**config.mk**
```make
export PLATFORM = sky130hd
export DESIGN_NAME = escaped_api_frame_deframer
export DESIGN_NICKNAME = d
export VERILOG_FILES = /design/src/rtl/eadf_pkg.sv /design/src/rtl/escaped_api_frame_deframer.sv
export SDC_FILE = /design/constraint.sdc
export NUM_CORES = 1
export LEC_CHECK = 0
export BUFFER_PORTS_ARGS = -buffer_cell sky130_fd_sc_hd__buf_2
export CAP_MARGIN = 20
export CORE_UTILIZATION = 25
export CTS_BUF_LIST = sky130_fd_sc_hd__clkbuf_4 sky130_fd_sc_hd__clkbuf_8 sky130_fd_sc_hd__clkbuf_16
export DETAILED_ROUTE_END_ITERATION = 8
export PLACE_DENSITY_LB_ADDON = 0.15
export SLEW_MARGIN = 20
export SYNTH_ARGS = -nofsm -noshare
export SYNTH_HDL_FRONTEND = slang
export SYNTH_SLANG_ARGS = --single-unit
export TNS_END_PERCENT = 30
```
**constraint.sdc**
```tcl
create_clock -name clk -period 34.7 [get_ports clk]
set_input_delay 0 -clock clk [delete_from_list [all_inputs] [get_ports clk]]
set_output_delay 0 -clock clk [all_outputs]
set_load 0.005 [all_outputs]
```
**src/rtl/eadf_pkg.sv**
```systemverilog
// Shared types and constants for the escaped API frame deframer.
`default_nettype none

package eadf_pkg;

  localparam logic [7:0] START_BYTE  = 8'h7E;
  localparam logic [7:0] ESC_BYTE    = 8'h7D;
  localparam logic [7:0] ESC_XOR     = 8'h20;
  localparam logic [7:0] CSUM_BASE   = 8'hFF;
  localparam int unsigned HDR_BYTES  = 3;
  localparam int unsigned OVHD_BYTES = 4;

  // Frame parser phase, one-hot
  typedef enum logic [4:0] {
    PH_HUNT    = 5'b00001,
    PH_LEN_HI  = 5'b00010,
    PH_LEN_LO  = 5'b00100,
    PH_PAYLOAD = 5'b01000,
    PH_CHECK   = 5'b10000
  } phase_t;

  typedef enum logic [2:0] {
    K_PAYLOAD  = 3'd0,
    K_GOOD     = 3'd1,
    K_BAD      = 3'd2,
    K_ABORT    = 3'd3,
    K_OVERFLOW = 3'd4
  } kind_t;

  typedef struct packed {
    logic [31:0] discarded_bytes;
    logic [31:0] bad_frames;
    logic [31:0] good_frames;
    logic [15:0] declared_length;
    logic [7:0]  payload_byte;
    kind_t       kind;
  } result_t;

endpackage

`default_nettype wire

```
**src/rtl/escaped_api_frame_deframer.sv**
```systemverilog
// Escaped API frame deframer: start hunt, unescape, length, payload stream, checksum.
//
// channel | dir | tdata (low bit up)                                  | tuser
// in_     | in  | rx_byte[7:0]                                        | -
// out_    | out | payload_byte, declared_length, good_frames,         | kind[2:0]
//         |     | bad_frames, discarded_bytes                         |
//
// One byte per cycle while in_tready is high: the parser state updates at the accepting edge
// and any result is registered on that edge, in the output register or, behind a stall, in the skid.
// A one-entry skid register behind the output register keeps input flowing
// while a result is stalled; in_tready drops only when the skid is occupied.
// Reset (synchronous, rst_n low) returns to start hunt and clears counters.
`default_nettype none

module escaped_api_frame_deframer #(
  parameter int unsigned MAX_FRAME = 256
) (
  input  wire           clk,
  input  wire           rst_n,
  input  wire           in_tvalid,
  output logic          in_tready,
  input  wire  [7:0]    in_tdata,   // rx_byte[7:0]
  output logic          out_tvalid,
  input  wire           out_tready,
  output logic [119:0]  out_tdata,  // payload_byte[7:0], declared_length[23:8],
                                    // good_frames[55:24], bad_frames[87:56],
                                    // discarded_bytes[119:88]
  output logic [2:0]    out_tuser   // kind[2:0]
);
  import eadf_pkg::*;

  localparam logic [16:0] MaxFrame = 17'(MAX_FRAME);

  phase_t      phase_r, phase_nxt;
  logic        esc_r, esc_nxt;
  logic [15:0] flen_r, flen_nxt;
  logic [15:0] nbytes_r, nbytes_nxt;
  logic [7:0]  sum_r, sum_nxt;
  logic [31:0] good_r, good_nxt;
  logic [31:0] bad_r, bad_nxt;
  logic [31:0] drop_r, drop_nxt;

  logic        res_v;
  kind_t       res_kind;
  logic [7:0]  res_byte;
  logic [15:0] res_len;
  result_t     res;

  logic        out_v_r, skid_v_r;
  result_t     out_r, skid_r;

  logic        acc;
  logic        hunting;
  logic [7:0]  b;
  logic [31:0] held;
  logic        go;

  assign acc = in_tvalid & in_tready;

  always_comb begin
    hunting = 1'b0;
    held    = 32'd0;
    case (phase_r)
      PH_LEN_HI:  held = 32'd1;
      PH_LEN_LO:  held = 32'd2;
      PH_PAYLOAD: held = 32'(HDR_BYTES) + {16'd0, nbytes_r};
      PH_CHECK:   held = 32'(HDR_BYTES) + {16'd0, nbytes_r};
      default:    hunting = 1'b1;
    endcase
  end

  always_comb begin
    phase_nxt  = phase_r;
    esc_nxt    = esc_r;
    flen_nxt   = flen_r;
    nbytes_nxt = nbytes_r;
    sum_nxt    = sum_r;
    good_nxt   = good_r;
    bad_nxt    = bad_r;
    drop_nxt   = drop_r;
    res_v      = 1'b0;
    res_kind   = K_PAYLOAD;
    res_byte   = 8'd0;
    res_len    = 16'd0;
    b          = in_tdata;
    go         = 1'b0;

    if (in_tdata == START_BYTE) begin
      if (!hunting) begin
        drop_nxt = drop_r + held;
        res_v    = 1'b1;
        res_kind = K_ABORT;
        res_len  = flen_r;
      end
      phase_nxt  = PH_LEN_HI;
      esc_nxt    = 1'b0;
      flen_nxt   = 16'd0;
      nbytes_nxt = 16'd0;
      sum_nxt    = 8'd0;
    end else if (hunting) begin
      phase_nxt = PH_HUNT;
      esc_nxt   = 1'b0;
      drop_nxt  = drop_r + 32'd1;
    end else if (esc_r) begin
      b       = in_tdata ^ ESC_XOR;
      esc_nxt = 1'b0;
      go      = 1'b1;
    end else if (in_tdata == ESC_BYTE) begin
      esc_nxt = 1'b1;
    end else begin
      go = 1'b1;
    end

    if (go) begin
      case (phase_r)
        PH_LEN_HI: begin
          flen_nxt  = {b, 8'd0};
          phase_nxt = PH_LEN_LO;
        end
        PH_LEN_LO: begin
          flen_nxt = {flen_r[15:8], b};
          if ({1'b0, flen_nxt} + 17'(OVHD_BYTES) > MaxFrame) begin
            drop_nxt  = drop_r + 32'(HDR_BYTES);
            phase_nxt = PH_HUNT;
            res_v     = 1'b1;
            res_kind  = K_OVERFLOW;
            res_len   = flen_nxt;
          end else if (flen_nxt == 16'd0) begin
            phase_nxt = PH_CHECK;
          end else begin
            phase_nxt = PH_PAYLOAD;
          end
        end
        PH_PAYLOAD: begin
          sum_nxt    = sum_r + b;
          nbytes_nxt = nbytes_r + 16'd1;
          if (nbytes_nxt >= flen_r) phase_nxt = PH_CHECK;
          res_v    = 1'b1;
          res_kind = K_PAYLOAD;
          res_byte = b;
          res_len  = flen_r;
        end
        default: begin
          phase_nxt = PH_HUNT;
          res_v     = 1'b1;
          res_len   = flen_r;
          if (CSUM_BASE - sum_r == b) begin
            good_nxt = good_r + 32'd1;
            res_kind = K_GOOD;
          end else begin
            bad_nxt  = bad_r + 32'd1;
            res_kind = K_BAD;
          end
        end
      endcase
    end

    res.kind            = res_kind;
    res.payload_byte    = res_byte;
    res.declared_length = res_len;
    res.good_frames     = good_nxt;
    res.bad_frames      = bad_nxt;
    res.discarded_bytes = drop_nxt;
  end

  always_ff @(posedge clk) begin
    if (!rst_n) begin
      phase_r  <= PH_HUNT;
      esc_r    <= 1'b0;
      flen_r   <= 16'd0;
      nbytes_r <= 16'd0;
      sum_r    <= 8'd0;
      good_r   <= 32'd0;
      bad_r    <= 32'd0;
      drop_r   <= 32'd0;
    end else if (acc) begin
      phase_r  <= phase_nxt;
      esc_r    <= esc_nxt;
      flen_r   <= flen_nxt;
      nbytes_r <= nbytes_nxt;
      sum_r    <= sum_nxt;
      good_r   <= good_nxt;
      bad_r    <= bad_nxt;
      drop_r   <= drop_nxt;
    end
  end

  // Output register with skid entry
  logic new_res;
  logic out_free;
  assign new_res  = acc & res_v;
  assign out_free = ~out_v_r | out_tready;

  always_ff @(posedge clk) begin
    if (!rst_n) begin
      out_v_r  <= 1'b0;
      skid_v_r <= 1'b0;
    end else if (out_free) begin
      if (skid_v_r) begin
        out_v_r  <= 1'b1;
        skid_v_r <= new_res;
      end else begin
        out_v_r  <= new_res;
      end
    end else if (new_res) begin
      skid_v_r <= 1'b1;
    end
  end

  always_ff @(posedge clk) begin
    if (out_free) begin
      if (skid_v_r) begin
        out_r  <= skid_r;
        skid_r <= res;
      end else begin
        out_r  <= res;
      end
    end else if (new_res) begin
      skid_r <= res;
    end
  end

  assign in_tready  = ~skid_v_r;
  assign out_tvalid = out_v_r;
  assign out_tuser  = out_r.kind;
  assign out_tdata  = {out_r.discarded_bytes, out_r.bad_frames, out_r.good_frames,
                       out_r.declared_length, out_r.payload_byte};

endmodule

`default_nettype wire

```
======== Yosys cells after proc, flatten, opt, wreduce, memory -nomap -nowiden ========
Cells that the tools add are included.
storage, ports and cells
  register bits after elaboration ......... 390
operators by class
  eq/ne operators ......................... 9
  bitwise operators ....................... 6
  reduce and logical (&&, ||, !) cells .... 7
  $lt $le $gt $ge ......................... 2
  $add $sub $neg .......................... 10
  mux-type cells .......................... 66
operators with widths
  cell                                                                    number
  123-bit two-way mux                                                     4
  32-bit two-way mux                                                      12
  16-bit two-way mux                                                      9
  32-bit by 1-bit adder with 32-bit output (second input constant)        3
  16-bit one-hot mux with 2 select lines                                  2
  17-bit one-hot mux with 3 select lines                                  1
  8-bit two-way mux                                                       5
  32-bit by 2-bit adder with 32-bit output (second input constant)        1
  32-bit adder                                                            1
  5-bit two-way mux                                                       6
  6-bit two-way mux                                                       3
  16-bit by 3-bit adder with 17-bit output (second input constant)        1
  2-bit by 16-bit adder with 17-bit output (first input constant)         1
  17-bit by 9-bit > comparator with 1-bit output (second input constant)  1
  16-bit by 1-bit adder with 16-bit output (second input constant)        1
  8-bit by 7-bit equality test with 1-bit output (second input constant)  2
  16-bit greater-or-equal comparator                                      1
  16-bit zero test                                                        1
  1-bit two-way mux                                                       16
  5-bit one-hot mux with 3 select lines                                   1
  3-bit one-hot mux with 3 select lines                                   1
  8-bit adder                                                             1
  8-bit equality test                                                     1
  8-bit subtractor (first input constant)                                 1
  16 further kinds                                                        24

======== Logic depth before layout (Yosys ltp) ========
  word-level depth ........................ 12
  gate-level depth with buffers ........... 19
  gate-level depth less buffers ........... 16

======== Worst setup path after synthesis ========
Ideal clock, no wire load.
  kind .................................... reg-to-reg
  from .................................... reg out_v_r, in the netlist out_tvalid
  to ...................................... reg skid_r[0] (netlist bit), enable pin
  arrival time ............................ 12.540 ns
  clock period less this slack ............ 13.327 ns
  cell stages (with the launch flop) ...... 3
  setup slack ............................. 21.373 ns
  cells stage by stage .................... dfxtp_1 nand2b_1 o31ai_1
between the ends
  cells in the longest elaborated chain, start to end .. 4
ends and longest elaborated chain
  what                                                                  line                               text
  from (decl)                                                           escaped_api_frame_deframer.sv:49   logic out_v_r, skid_v_r;
  from (signal assigned)                                                escaped_api_frame_deframer.sv:203  out_v_r <= new_res;
  1-bit NOT (*)                                                         escaped_api_frame_deframer.sv:192  assign out_free = ~out_v_r | out_tready;
  1-bit bitwise OR (*)                                                  escaped_api_frame_deframer.sv:192
  via out_free                                                          escaped_api_frame_deframer.sv:190  logic out_free;
  2-bit != test (no line) / 2-bit nonzero test (equally long branches)  n/a
  2-bit AND reduction (no line) (*)                                     n/a
  to (signal assigned)                                                  escaped_api_frame_deframer.sv:214  skid_r <= res;
  to (signal assigned)                                                  escaped_api_frame_deframer.sv:219  skid_r <= res;
  to (decl)                                                             escaped_api_frame_deframer.sv:50   result_t out_r, skid_r;
The timed path passes the listed nets; every way through them passes the cells marked *.
A chain may end at the register's enable or synchronous reset.

======== Worst setup path in the final report ========
  from .................................... reg nbytes_r[3]
  to ...................................... reg out_r (netlist bit out_tdata[105]), data pin
between the ends
  cells in the longest elaborated chain, start to end .. 9
ends and longest elaborated chain
  what                                          line                                                                text
  from (decl)                                   escaped_api_frame_deframer.sv:37                                    logic [15:0] nbytes_r, nbytes_nxt;
  from (signal assigned)                        escaped_api_frame_deframer.sv:180                                   nbytes_r <= nbytes_nxt;
  2-bit by 16-bit adder with 17-bit output (*)  escaped_api_frame_deframer.sv:66, escaped_api_frame_deframer.sv:67
  17-bit one-hot mux with 3 select lines (*)    escaped_api_frame_deframer.sv:63                                    case (phase_r)
  32-bit adder (*)                              escaped_api_frame_deframer.sv:90                                    drop_nxt = drop_r + held;
  32-bit two-way mux (*)                        escaped_api_frame_deframer.sv:89                                    if (!hunting) begin
  32-bit two-way mux (*)                        escaped_api_frame_deframer.sv:88                                    if (in_tdata == START_BYTE) begin
  32-bit two-way mux                            escaped_api_frame_deframer.sv:122                                   if ({1'b0, flen_nxt} + 17'(OVHD_BYTES) > MaxFrame) begin
  32-bit two-way mux                            escaped_api_frame_deframer.sv:115                                   case (phase_r)
  32-bit two-way mux (*)                        escaped_api_frame_deframer.sv:114                                   if (go) begin
  via drop_nxt[17]                              escaped_api_frame_deframer.sv:41                                    logic [31:0] drop_r, drop_nxt;
  123-bit two-way mux (*)                       escaped_api_frame_deframer.sv:212                                   if (skid_v_r) begin
  to (signal assigned)                          escaped_api_frame_deframer.sv:213                                   out_r <= skid_r;
  to (signal assigned)                          escaped_api_frame_deframer.sv:216                                   out_r <= res;
  to (decl)                                     escaped_api_frame_deframer.sv:50
Marks and branches as above.

==> flow_summary.json <==
{
  "status": "completed",
  "required_ns": 35.02,
  "clockBufferDepth": 3,
  "synth_area_per_cell_um2": 10.5,
  "hold_viol_final": 0,
  "post_drt_via_cell_ratio": 4.74,
  "area_growth_pct": 17.0,
  "n_antenna_cell": 0,
  "antenna_found_initial": 1,
  "cts_buffers": 47,
  "htree_levels": 2,
  "dr.pass1.iters": 5,
  "final.period_utilization_pct": 13.6,
  "core_area_mm2": 0.0790,
  "async_reset_ff_share_pct": 0,
  "nets": 2073,
  "busiest_layer": "met2",
  "timing.rr.end": "out_tdata[105]",
  "cts.sinks": 390,
  "p_total_uw": 1040,
  "portBuffers": 136,
  "p_leak_uw": 0.00915,
  "crit_path_top_delay_cell": "a221oi_1",
  "slowest_delay_ns": 0.64,
  "use_met1_pct": 18.3,
  "cap_violations": 0,
  "synth_area_mm2": 0.0200,
  "start_util_pct": 25.3,
  "setup_violations": 0,
  "die_y_um": 285,
  "reg2reg_depth": 14,
  "fin_skew_ns": 0.0243,
  "hold_depth": 6,
  "cts_tree": "built",
  "die_x_um": 285,
  "track_usage_pct": 14.0,
  "synth_top_area_share_pct": 37.0,
  "synth_ff_type": "edfxtp_1",
  "startpoint_type": "register",
  "tightestPinTransition_ns": 0.960,
  "wl_per_cell_um": 18.4,
  "hold_start": "in_tdata[5]",
  "synth.area.top_cells": "edfxtp_1, dfxtp_1, mux2_2",
  "routed_wl_mm": 57.1,
  "ys_warn_count": 0,
  "dieArea_mm2": 0.0811,
  "cpLargestDelayFamily": "compound AO/OA/AOI/OAI gates",
  "dr.first_iter.drc_count": 871,
  "use_met3_pct": 2.10,
  "grt_util_met2_pct": 23.8,
  "min_to": "esc_r",
  "slew_viol_final": 0,
  "ys_seq_elements": 390,
  "drc": 0,
  "yosysTopAreaCell": "edfxtp_1",
  "synth-edff-count": 246,
  "min_period_ns": 4.73,
  "routabilityCongestion": 0.824,
  "cts-root-buf": "clkbuf_16",
  "grt_pass1_wl_mm": 89.1,
  "hpwlAfterDp_mm": 38.6,
  "vias": 14700,
  "path_buf_inv": 0,
  "cp-end-kind": "register",
  "setup-tns-final_ns": 0,
  "io_pins": 137,
  "postCtsSetupRepairBufs": 0,
  "crit_chain": "nand3_1 -> a21o_1 -> or2_2 -> or3_1 -> a21oi_1 -> ha_1 -> a21o_1 -> a31oi_1 -> o21ai_0 -> a31o_2 -> a221oi_1 -> o32a_1 -> xnor2_1 -> mux2_2",
  "cp_data_arrival_time_ns": 5.04,
  "r2r_slack_ns": 29.97,
  "crit_top_cell": "a21o_1",
  "path_clk_slew_ns": 0.06,
  "rows": 103,
  "min_path_type": "in2reg",
  "peakVddDrop_mv": 0.0372,
  "seq_area_frac_synth_pct": 51.4,
  "power.density_mw_per_mm2": 44.3,
  "syn_nets": 1963,
  "crit_type": "reg2reg",
  "clock_latency_ns": 0.58,
  "ys_types": 98,
  "rr_startpoint": "nbytes_r[3]",
  "grt_start_max_net_pins": 77,
  "synthCells": 1903,
  "slew_headroom_pct": 36.0,
  "critPathMaxFanout": 9,
  "gr-total-overflow": 0,
  "fmax_mhz": 212,
  "rsz0062_at_grt": "false",
  "grt_pass1_vias": 14800,
  "ant_nets": 0,
  "drive_above_1_share_pct": 19.1
}
[logic make-up after synthesis]
family / share of synthesized area, %
compound gates: 11.7
buf+inv: 3.43
flops: 51.4
mux: 6.03
xor+xnor: 7.53
fa+ha+maj: 3.08
simple gates: 16.9
[cells in the mapped netlist (36+ instances only)]
cell	n
xnor2_1	85
dfxtp_1	144
clkbuf_1	79
xor2_1	85
or3_1	36
ha_1	46
inv_1	40
nand2_1	157
nor3_1	53
a21oi_1	87
o21ai_0	67
mux2_2	100
edfxtp_1	246
nand3_1	70
nor2_1	222
[per-layer routing]
layer	vias up	routed length [um]
li1	7159	-
met1	7203	26000
met2	273	27500
met3	79	2180
met4	0	1300
met5	-	0
[worst register-to-register path, stage by stage (launching register included)]
cell      delay (ns)
dfxtp_1         0.52
nand3_1         0.15
a21o_1          0.20
or2_2           0.33
or3_1           0.32
a21oi_1         0.22
ha_1            0.34
a21o_1          0.21
a31oi_1         0.19
o21ai_0         0.15
a31o_2          0.31
a221oi_1        0.65
o32a_1          0.47
xnor2_1         0.13
mux2_2          0.27
[sequential cells by signal, indices dropped and copies added (netlist names)]
| signal | cells |
|---|---|
| phase_r | 5 |
| nbytes_r | 16 |
| bad_r | 32 |
| flen_r | 16 |
| skid_r | 123 |
| esc_r | 1 |
| good_r | 32 |
| out_tuser | 3 |
| sum_r | 8 |
| out_tdata | 120 |
| skid_v_r | 1 |
| drop_r | 32 |
| out_tvalid | 1 |
[layout by cell type, fill, tap and decap left out, drive strengths merged, types with 16 or more instances in the layout]
cell    count
mux2      100
nand4      33
o21ai      69
nor3       53
xor2       85
xnor2      86
edfxtp    246
ha         46
nor2      224
a22oi      32
and2       16
buf       157
a21oi      88
clkinv     20
nand2     158
or3        37
dfxtp     144
o31ai      28
nand3      70
inv        43
clkbuf     58
and3       19
[worst max path at each step]
stage | start | end | slack [ns] | depth (start not counted)
2_1_floorplan | out_tvalid | skid_r[0] | 21.37 | 2
3_3_place_gp | phase_r[3] | skid_r[103] | 29.98 | 12
3_5_place_dp | phase_r[3] | skid_r[95] | 29.98 | 12
4_1_cts | phase_r[3] | skid_r[96] | 29.95 | 12
5_1_grt | phase_r[3] | drop_r[28] | 29.57 | 14
6_report | nbytes_r[3] | out_tdata[105] | 29.97 | 14
[cell type report]
class                      count  area [um^2]
sequential                   390        10300
clock inverter                29          339
inverter                      43          166
fill                        8203        55600
tap                         1050         1310
multi-input combinational   1365         9080
clock buffer                  58         1300
timing repair buffer         166          928
[where the power goes]
part / internal (uW) / switching (uW) / total [uW] / leakage [uW]
registers: 490 / 2.54 / 492 / 0.00404
clock network: 319 / 204 / 523 / 0.000820
logic: 7.23 / 15.5 / 22.7 / 0.00429
[per-stage QoR]
stage                     utilization, %  instance area (um^2)  worst slack [ns]  std cells  hold WS (ns)
after CTS                           29.6                 23400             29.95       3101        0.0683
after global placement              27.4                 21700             29.98       3005         0.395
after global routing                29.6                 23400             29.57       3101         0.148
after detailed placement            27.4                 21700             29.98       3005         0.394
after floorplan                        -                 20000             21.37       1903         0.149
final                               29.6                 23400             29.97       3101         0.108
[timing repair]
item	in CTS	in global routing
hold buffers	9	0
resized for setup	0	0
hold endpoints to repair	30	0
endpoints found under the setup margin	0	0
No activity file was read; power rests on OpenSTA's default activity.
